### config.mk
export PLATFORM = sky130hd
export DESIGN_NAME = fit_policy_hole_allocator
export DESIGN_NICKNAME = d
export VERILOG_FILES = /design/src/hw/rtl/fph_pkg.sv /design/src/hw/rtl/fph_ram.sv /design/src/hw/rtl/fph_ctrl.sv /design/src/hw/rtl/fph_dp.sv /design/src/hw/rtl/fit_policy_hole_allocator.sv
export SDC_FILE = /design/constraint.sdc
export NUM_CORES = 1
export LEC_CHECK = 0
export BUFFER_PORTS_ARGS = -buffer_cell sky130_fd_sc_hd__buf_4
export CORE_MARGIN = 8
export CORE_UTILIZATION = 40
export CTS_BUF_LIST = sky130_fd_sc_hd__clkbuf_8
export CTS_CLUSTER_DIAMETER = 80
export DETAILED_ROUTE_END_ITERATION = 8
export SYNTH_ARGS = -nofsm -noshare
export SYNTH_HDL_FRONTEND = slang
export SYNTH_HIERARCHICAL = 1
export SYNTH_SLANG_ARGS = --single-unit
### constraint.sdc
create_clock -name clk_i -period 5.65 [get_ports clk_i]
set_input_delay 0.565 -clock clk_i [delete_from_list [all_inputs] [get_ports clk_i]]
set_output_delay 0.565 -clock clk_i [all_outputs]
set_load 0.1 [all_outputs]
### src/hw/rtl/fph_pkg.sv
package fph_pkg;

  // Table geometry
  localparam int NUM_HOLES = 16;
  localparam int SIZE_BITS = 32;
  localparam int HOLE_W    = $clog2(NUM_HOLES);
  localparam int CNT_W     = $clog2(NUM_HOLES + 1);

  // Field widths fixed by the interface
  localparam int AMOUNT_W  = 32;
  localparam int SLOT_W    = 4;
  localparam int LEFT_W    = 32;
  localparam int HOLES_W   = 5;

  // Configuration port
  localparam int CFG_IDX_W  = 1;
  localparam int CFG_DATA_W = 5;
  localparam logic [CFG_IDX_W-1:0] CFG_FIT_MODE = 1'b0;
  localparam logic [CFG_IDX_W-1:0] CFG_HOLES    = 1'b1;
  localparam logic [HOLES_W-1:0]   HOLES_RST    = 5'd16;

  // Placement policies
  localparam logic [1:0] MODE_FIRST = 2'd0;
  localparam logic [1:0] MODE_NEXT  = 2'd1;
  localparam logic [1:0] MODE_BEST  = 2'd2;
  localparam logic [1:0] MODE_WORST = 2'd3;

  // Item actions
  localparam logic ACT_LOAD  = 1'b0;
  localparam logic ACT_ALLOC = 1'b1;

  // Result status codes
  localparam logic [1:0] STAT_LOADED  = 2'd0;
  localparam logic [1:0] STAT_ALLOC   = 2'd1;
  localparam logic [1:0] STAT_NOALLOC = 2'd2;

  typedef struct packed {
    logic                action;
    logic [SLOT_W-1:0]   hole_slot;
    logic [AMOUNT_W-1:0] amount;
  } in_item_t;

  typedef struct packed {
    logic [1:0]        status;
    logic [SLOT_W-1:0] chosen_hole;
    logic [LEFT_W-1:0] space_left;
  } out_item_t;

  // Controller to datapath
  typedef struct packed {
    logic capture;
    logic issue;
    logic finish;
  } fph_cmd_t;

  // Datapath to controller
  typedef struct packed {
    logic more;
    logic out_free;
  } fph_stat_t;

endpackage

### src/hw/rtl/fph_ram.sv
module fph_ram #(
  parameter int WIDTH = 32,
  parameter int DEPTH = 16
) (
  input  logic                     clk_i,
  input  logic                     we_i,
  input  logic [$clog2(DEPTH)-1:0] waddr_i,
  input  logic [WIDTH-1:0]         wdata_i,
  input  logic                     re_i,
  input  logic [$clog2(DEPTH)-1:0] raddr_i,
  output logic [WIDTH-1:0]         rdata_o
);

  logic [WIDTH-1:0] mem_q [DEPTH];
  logic [WIDTH-1:0] rdata_q;

  // Write port and registered read port
  always_ff @(posedge clk_i) begin
    if (we_i) begin
      mem_q[waddr_i] <= wdata_i;
    end
    if (re_i) begin
      rdata_q <= mem_q[raddr_i];
    end
  end

  assign rdata_o = rdata_q;

endmodule

### src/hw/rtl/fph_ctrl.sv
module fph_ctrl import fph_pkg::*; (
  input  logic      clk_i,
  input  logic      rst_ni,
  input  logic      in_valid_i,
  input  logic      in_alloc_i,
  output logic      in_stall_o,
  input  fph_stat_t stat_i,
  output fph_cmd_t  cmd_o
);

  localparam logic [1:0] ST_IDLE   = 2'd0;
  localparam logic [1:0] ST_SCAN   = 2'd1;
  localparam logic [1:0] ST_FINISH = 2'd2;

  logic [1:0] state_q, state_d;

  // Sequence one transaction: accept, scan the holes for an allocate, write back
  always_comb begin
    state_d       = state_q;
    cmd_o         = '0;
    in_stall_o    = 1'b1;
    case (state_q)
      ST_IDLE: begin
        in_stall_o = 1'b0;
        if (in_valid_i) begin
          cmd_o.capture = 1'b1;
          state_d       = (in_alloc_i == ACT_ALLOC) ? ST_SCAN : ST_FINISH;
        end
      end
      ST_SCAN: begin
        // the last read is compared in the cycle after its issue
        if (stat_i.more) begin
          cmd_o.issue = 1'b1;
        end else begin
          state_d = ST_FINISH;
        end
      end
      ST_FINISH: begin
        if (stat_i.out_free) begin
          cmd_o.finish = 1'b1;
          state_d      = ST_IDLE;
        end
      end
      default: begin
        state_d = ST_IDLE;
      end
    endcase
  end

  always_ff @(posedge clk_i or negedge rst_ni) begin
    if (!rst_ni) begin
      state_q <= ST_IDLE;
    end else begin
      state_q <= state_d;
    end
  end

endmodule

### src/hw/rtl/fph_dp.sv
module fph_dp import fph_pkg::*; (
  input  logic                  clk_i,
  input  logic                  rst_ni,
  input  in_item_t              in_item_i,
  output logic                  out_valid_o,
  input  logic                  out_stall_i,
  output out_item_t             out_item_o,
  input  logic                  cfg_we_i,
  input  logic [CFG_IDX_W-1:0]  cfg_idx_i,
  input  logic [CFG_DATA_W-1:0] cfg_data_i,
  input  fph_cmd_t              cmd_i,
  output fph_stat_t             stat_o
);

  // Configuration
  logic [1:0]         fit_mode_q;
  logic [HOLES_W-1:0] holes_q;

  // Transaction and scan state
  in_item_t           item_q;
  logic [CNT_W-1:0]   cnt_q;
  logic [CNT_W-1:0]   issued_q;
  logic [HOLE_W-1:0]  addr_q;
  logic               rd_vld_q;
  logic [HOLE_W-1:0]  rd_idx_q;
  logic               pick_vld_q;
  logic [HOLE_W-1:0]  pick_idx_q;
  logic [SIZE_BITS-1:0] pick_size_q;
  logic [HOLE_W-1:0]  rover_q;
  logic [NUM_HOLES-1:0] hv_q;
  out_item_t          out_q;
  logic               out_vld_q;

  logic [CNT_W-1:0]     cnt_sat;
  logic [HOLE_W-1:0]    start_addr;
  logic [HOLE_W-1:0]    addr_next;
  logic [SIZE_BITS-1:0] ram_rdata;
  logic [SIZE_BITS-1:0] scan_size;
  logic [SIZE_BITS-1:0] req_size;
  logic [SIZE_BITS-1:0] alloc_left;
  logic                 take;
  logic                 slot_ok;
  logic                 wr_en;
  logic [HOLE_W-1:0]    wr_addr;
  logic [SIZE_BITS-1:0] wr_data;
  out_item_t            result;

  // Hole count, scan start and next read address
  always_comb begin
    if (CNT_W'(holes_q) > CNT_W'(NUM_HOLES)) begin
      cnt_sat = CNT_W'(NUM_HOLES);
    end else begin
      cnt_sat = CNT_W'(holes_q);
    end
    start_addr = '0;
    if (fit_mode_q == MODE_NEXT && CNT_W'(rover_q) < cnt_sat) begin
      start_addr = rover_q;
    end
    if (CNT_W'(addr_q) == cnt_q - CNT_W'(1)) begin
      addr_next = '0;
    end else begin
      addr_next = addr_q + HOLE_W'(1);
    end
  end

  // Compare the hole just read against the current pick
  always_comb begin
    req_size  = SIZE_BITS'(item_q.amount);
    scan_size = hv_q[rd_idx_q] ? ram_rdata : '0;
    take      = 1'b0;
    if (rd_vld_q && scan_size >= req_size) begin
      case (fit_mode_q)
        MODE_BEST:  take = !pick_vld_q || (scan_size < pick_size_q);
        MODE_WORST: take = !pick_vld_q || (scan_size > pick_size_q);
        default:    take = !pick_vld_q;
      endcase
    end
  end

  // Write back and build the result
  always_comb begin
    alloc_left = pick_size_q - req_size;
    slot_ok    = CNT_W'(item_q.hole_slot) < CNT_W'(NUM_HOLES);
    wr_en      = 1'b0;
    wr_addr    = pick_idx_q;
    wr_data    = alloc_left;
    result     = '0;
    if (item_q.action == ACT_LOAD) begin
      wr_en              = slot_ok;
      wr_addr            = HOLE_W'(item_q.hole_slot);
      wr_data            = req_size;
      result.status      = STAT_LOADED;
      result.chosen_hole = item_q.hole_slot;
      result.space_left  = slot_ok ? LEFT_W'(req_size) : '0;
    end else if (pick_vld_q) begin
      wr_en              = 1'b1;
      result.status      = STAT_ALLOC;
      result.chosen_hole = SLOT_W'(pick_idx_q);
      result.space_left  = LEFT_W'(alloc_left);
    end else begin
      result.status      = STAT_NOALLOC;
    end
  end

  fph_ram #(
    .WIDTH(SIZE_BITS),
    .DEPTH(NUM_HOLES)
  ) u_ram (
    .clk_i  (clk_i),
    .we_i   (cmd_i.finish && wr_en),
    .waddr_i(wr_addr),
    .wdata_i(wr_data),
    .re_i   (cmd_i.issue),
    .raddr_i(addr_q),
    .rdata_o(ram_rdata)
  );

  // Control state
  always_ff @(posedge clk_i or negedge rst_ni) begin
    if (!rst_ni) begin
      fit_mode_q <= MODE_FIRST;
      holes_q    <= HOLES_RST;
      cnt_q      <= '0;
      issued_q   <= '0;
      addr_q     <= '0;
      rd_vld_q   <= 1'b0;
      pick_vld_q <= 1'b0;
      rover_q    <= '0;
      hv_q       <= '0;
      out_vld_q  <= 1'b0;
    end else begin
      if (cfg_we_i) begin
        case (cfg_idx_i)
          CFG_FIT_MODE: fit_mode_q <= cfg_data_i[1:0];
          CFG_HOLES:    holes_q    <= cfg_data_i[HOLES_W-1:0];
          default:      ;
        endcase
      end
      rd_vld_q <= cmd_i.issue;
      if (cmd_i.capture) begin
        cnt_q      <= cnt_sat;
        issued_q   <= '0;
        addr_q     <= start_addr;
        pick_vld_q <= 1'b0;
      end else begin
        if (cmd_i.issue) begin
          issued_q <= issued_q + CNT_W'(1);
          addr_q   <= addr_next;
        end
        if (take) begin
          pick_vld_q <= 1'b1;
        end
      end
      if (cmd_i.finish) begin
        if (wr_en) begin
          hv_q[wr_addr] <= 1'b1;
        end
        if (item_q.action == ACT_LOAD) begin
          rover_q <= '0;
        end else if (pick_vld_q && fit_mode_q == MODE_NEXT) begin
          rover_q <= pick_idx_q;
        end
        out_vld_q <= 1'b1;
      end else if (!out_stall_i) begin
        out_vld_q <= 1'b0;
      end
    end
  end

  // Payload
  always_ff @(posedge clk_i) begin
    if (cmd_i.capture) begin
      item_q <= in_item_i;
    end
    if (cmd_i.issue) begin
      rd_idx_q <= addr_q;
    end
    if (take) begin
      pick_idx_q  <= rd_idx_q;
      pick_size_q <= scan_size;
    end
    if (cmd_i.finish) begin
      out_q <= result;
    end
  end

  assign stat_o.more     = issued_q < cnt_q;
  assign stat_o.out_free = !out_vld_q || !out_stall_i;
  assign out_valid_o     = out_vld_q;
  assign out_item_o      = out_q;

  // A picked hole always lies inside the searched range
  a_pick_in_range: assert property (@(posedge clk_i) disable iff (!rst_ni)
    pick_vld_q |-> CNT_W'(pick_idx_q) < cnt_q)
    else $error("picked hole outside the searched range");

  // The scan never reads more holes than are in use
  a_issued_bound: assert property (@(posedge clk_i) disable iff (!rst_ni)
    issued_q <= cnt_q)
    else $error("scan issued more reads than holes in use");

  // Every read address lies below the hole count
  a_addr_in_range: assert property (@(posedge clk_i) disable iff (!rst_ni)
    cmd_i.issue |-> CNT_W'(addr_q) < cnt_q)
    else $error("scan read outside the searched range");

  // A waiting result is never overwritten
  a_no_overwrite: assert property (@(posedge clk_i) disable iff (!rst_ni)
    cmd_i.finish |-> (!out_vld_q || !out_stall_i))
    else $error("result register overwritten while stalled");

endmodule

### src/hw/rtl/fit_policy_hole_allocator.sv
// Channel   Direction  Handshake                 Payload
// in        input      in_valid_i / in_stall_o   in_item_i   (action, hole_slot, amount)
// out       output     out_valid_o / out_stall_i out_item_o  (status, chosen_hole, space_left)
// cfg       input      cfg_we_i                  cfg_idx_i, cfg_data_i
//
// A load transaction goes from accept straight to write back; an allocate first scans
// the holes in use with the single comparator that walks the hole table
// one RAM read per cycle.
// Reset clears the table through per-hole valid bits at once; no clearing pass.
// The result register lets a new transaction start while the last result is
// stalled; write back waits only when that register is still full.
module fit_policy_hole_allocator import fph_pkg::*; (
  input  logic                  clk_i,
  input  logic                  rst_ni,
  input  logic                  in_valid_i,
  output logic                  in_stall_o,
  input  in_item_t              in_item_i,
  output logic                  out_valid_o,
  input  logic                  out_stall_i,
  output out_item_t             out_item_o,
  input  logic                  cfg_we_i,
  input  logic [CFG_IDX_W-1:0]  cfg_idx_i,
  input  logic [CFG_DATA_W-1:0] cfg_data_i
);

  fph_cmd_t  cmd;
  fph_stat_t stat;

  fph_ctrl u_ctrl (
    .clk_i     (clk_i),
    .rst_ni    (rst_ni),
    .in_valid_i(in_valid_i),
    .in_alloc_i(in_item_i.action),
    .in_stall_o(in_stall_o),
    .stat_i    (stat),
    .cmd_o     (cmd)
  );

  fph_dp u_dp (
    .clk_i      (clk_i),
    .rst_ni     (rst_ni),
    .in_item_i  (in_item_i),
    .out_valid_o(out_valid_o),
    .out_stall_i(out_stall_i),
    .out_item_o (out_item_o),
    .cfg_we_i   (cfg_we_i),
    .cfg_idx_i  (cfg_idx_i),
    .cfg_data_i (cfg_data_i),
    .cmd_i      (cmd),
    .stat_o     (stat)
  );

endmodule
==> reports/results.md <==
* aggregate negative setup slack: 0 ns
* sinks on the clock net: 705
* overall via count from detail_route: 16802
* area of the mapped netlist: 0.0300 sq mm
* global-route wire length before repair: 111 mm
* cell repeated most along the worst path: nand4_1
* outcome: finished clean
* leakage component of the power: 0.0125 uW
* count of cell types in the netlist: 73
* number of input and output port buffers inserted: 87
* power after layout: 17200 uW
* arrival time at the worst endpoint: 5.38 ns
* via count normalized by instance count: 5.51
* Crit path buffers/inverters: 1
* fraction of final layout cells with drive strength greater than 1: 0.229
* clock tree root driver cell: clkbuf_8
* Max Buffers Root-to-Sink: 3
* share of Yosys cell area claimed by the top area cell type: 0.660
* crit end category: flip-flop
* largest stage delay on the critical path: 0.78 ns
* pin count of the biggest net entering global routing: 104
* setup skew after layout: 0.0342 ns
* worst-path maximum fanout: 32
* total nets after synthesis: 1902
* initial DRC count: 1196
* Final GP Congestion: 0.905
* worst slew slack as a fraction of its limit: 0.355
* antenna violations before repair: 3
* post-synthesis async set-or-reset flop share: 0.0652
* die span in x: 290 um
* synthesized netlist cell count: 1750
* Initial DRT Pass Iterations: 5
* post-route antenna net violation count: 0
* Min Clock Period, post-route: 4.98 ns
* Max Cap Viol: 0
* total global-route track usage: 0.173
* worst IR drop on VDD: 0.000286 V
* buffers inserted by post-CTS timing repair: 0
* cells along the critical path: mux4_1 -> mux4_2 -> and2_1 -> ha_1 -> nand4_1 -> nor4_1 -> nand4_1 -> o2111a_1 -> mux2i_1 -> a21oi_4 -> buf_12
* Syn-to-layout area delta: 16.0%
* number of H-tree levels: 3
* global route overflow: 0
* Synth Warn #: 6
* final number of max-transition violations: 0
* average wire per standard cell: 24.3 um
* Critical Path RT: 6.05 ns
* setup-violating endpoint count in the final report: 0
* total die area: 0.0840 sq mm
* half-perimeter wire length after detailed placement: 45.9 mm
* Largest delay share family, worst path: multiplexers
* cell types occupying the most area after synthesis: edfxtp_1, mux4_2, ha_1
* final net count: 2137
* commonest cells after routing, fill and taps aside: edfxtp_1, buf_4, mux4_2
* slowest cell on the critical path: mux4_2
* Hold Fails Final Rpt: 0
* initial core utilization: 0.404
* per-instance average area after synthesis: 17.1 sq um
* primary flip-flop cell chosen by synthesis mapping: edfxtp_1
* CP startpoint kind: flip-flop
* post-synthesis sequential area ratio: 0.698
* Routed WL: 74.0 mm
* number of core rows: 100
* clock-pin slew on the worst setup and hold paths: 0.06 ns
* CTS tree: yes
* largest area contributor in the netlist: edfxtp_1
* Max Freq: 0.201 GHz
* part of the cycle the worst path needs: 0.881
* number of synthesized flops with an enable pin: 659
* most common library cell in the layout ignoring fill and taps: edfxtp_1
* vias in the first global route: 17460
* clock latency at the later pin of the worst-skew pair: 0.71 ns
* post-route DRC violation count: 0
* Std-Cell Core Area: 0.0743 sq mm
* Fill cells: 6347
* Chip Height: 290 um
* worst setup path class: flip-flop to flip-flop
* power density over the cells: 495 mW/mm^2
* worst hold-check path type: input pin to flip-flop
* top-level port count: 88
* utilization after layout: 0.468
* RSZ-0062 raised after global routing: no
* cts bufs inserted: 112
* transition time at the pin with the least slew margin: 0.963 ns
* #FFs+latches synth: 705
-- synth_stat cells, drive strengths merged, types with 7 or more instances --
cell    number
a21oi       46
nand2b      11
o21ai       51
nor2        55
o21a         7
buf         27
a211oi       9
nor3b        7
nand4       20
nand2       98
o31ai        7
inv         85
dfrtp       45
xnor2       20
a21o        35
a21boi      16
mux2i       10
nor2b       12
mux4       133
nand3       20
a22oi       65
mux2        16
nor3        11
edfxtp     659
o21bai      20
xor2        15
a22o        10
ha         103
and2        33
clkbuf      36
-- per-stage QoR --
| step | hold slack, ns | setup WS (ns) | area [sq um] | std cells |
|---|---|---|---|---|
| global route | 0.0450 | 0.357 | 34800 | 3049 |
| CTS | 0.0182 | 0.612 | 34800 | 3048 |
| global placement | 0.452 | 0.595 | 32300 | 2802 |
| detailed placement | 0.458 | 0.645 | 32300 | 2802 |
| finish | 0.0977 | 0.670 | 34800 | 3052 |
| floorplan | 0.269 | 0.0421 | 30000 | 1750 |
-- path summary, 6_finish.rpt --
path	start	to	slack, ns	cells after the start
worst max register to register	u_dp/rd_idx_q[3]	u_dp/pick_size_q[21]	0.67	11
max in group asynchronous	rst_ni	u_dp/addr_q[1]	4.73	2
worst min-delay path	cfg_data_i[2]	u_dp/holes_q[2]	0.1	2
min in group asynchronous	rst_ni	u_dp/hv_q[8]	0.44	2
worst max-delay path	u_dp/rd_idx_q[3]	u_dp/pick_size_q[21]	0.67	11
worst min register to register	u_dp/hv_q[13]	u_dp/hv_q[13]	0.47	1
-- cells by family after synthesis --
family | after synthesis | share of synthesized area
adders and majority gates | 106 | 0.0443
DFF | 705 | 0.698
and+or+nand+nor | 291 | 0.0480
xor gates and xnor gates | 35 | 0.0102
AOI/OAI and AO/OA | 304 | 0.0697
muxes | 159 | 0.110
buffers and inverters | 150 | 0.0202
-- final cells by class --
class | instances | area (sq um) | area share
antenna | 4 | 10.0 | 0.000288
clock buffer | 117 | 1610 | 0.0463
clock inverter | 91 | 542 | 0.0156
inverter | 87 | 327 | 0.00938
multi-input combinational | 895 | 8620 | 0.248
sequential | 705 | 20900 | 0.602
tap | 969 | 1210 | 0.0348
timing repair buffer | 184 | 1530 | 0.0439
-- power breakdown --
| group | switching [uW] | total (uW) | internal (uW) |
|---|---|---|---|
| Sequential | 405 | 7290 | 6880 |
| Clock | 1980 | 4170 | 2190 |
| Combinational | 3680 | 5770 | 2090 |
-- sequential cells by signal, summed over array words and instances (netlist names) --
name                flops
u_dp/item_q             5
u_dp/issued_q           5
u_dp/hv_q              16
u_ctrl/state_q          2
u_dp/holes_q            5
u_dp/rd_idx_q           4
u_dp/out_valid_o        1
u_dp/req_size          32
u_dp/u_ram/rdata_o     32
u_dp/pick_idx_q         4
u_dp/out_item_o        38
u_dp/pick_vld_q         1
u_dp/rover_q            4
u_dp/cnt_q              5
u_dp/pick_size_q       32
u_dp/fit_mode_q         2
u_dp/addr_q             4
u_dp/u_ram/mem_q      512
u_dp/rd_vld_q           1
-- worst reg2reg max path, cell delays in order, from the launching register on --
cell,delay [ns]
edfxtp_1,0.49
mux4_1,0.61
mux4_2,0.78
and2_1,0.32
ha_1,0.31
nand4_1,0.17
nor4_1,0.56
nand4_1,0.21
o2111a_1,0.30
mux2i_1,0.16
a21oi_4,0.50
buf_12,0.25
-- layer usage --
metal | wire length [um] | global-route usage | vias up
met4 | 1390 | 0.0479 | 0
met5 | 0 | 0 | -
met1 | 32500 | 0.235 | 8726
li1 | - | - | 7465
met2 | 36100 | 0.287 | 513
met3 | 4080 | 0.0270 | 98
-- what timing repair did --
action                                 in CTS  in global routing
hold buffers                               38                  0
resized for setup                           0                  0
endpoints found under the hold margin      82                  0
setup endpoints to repair                   0                  0
No activity file was read; power rests on OpenSTA's default activity.
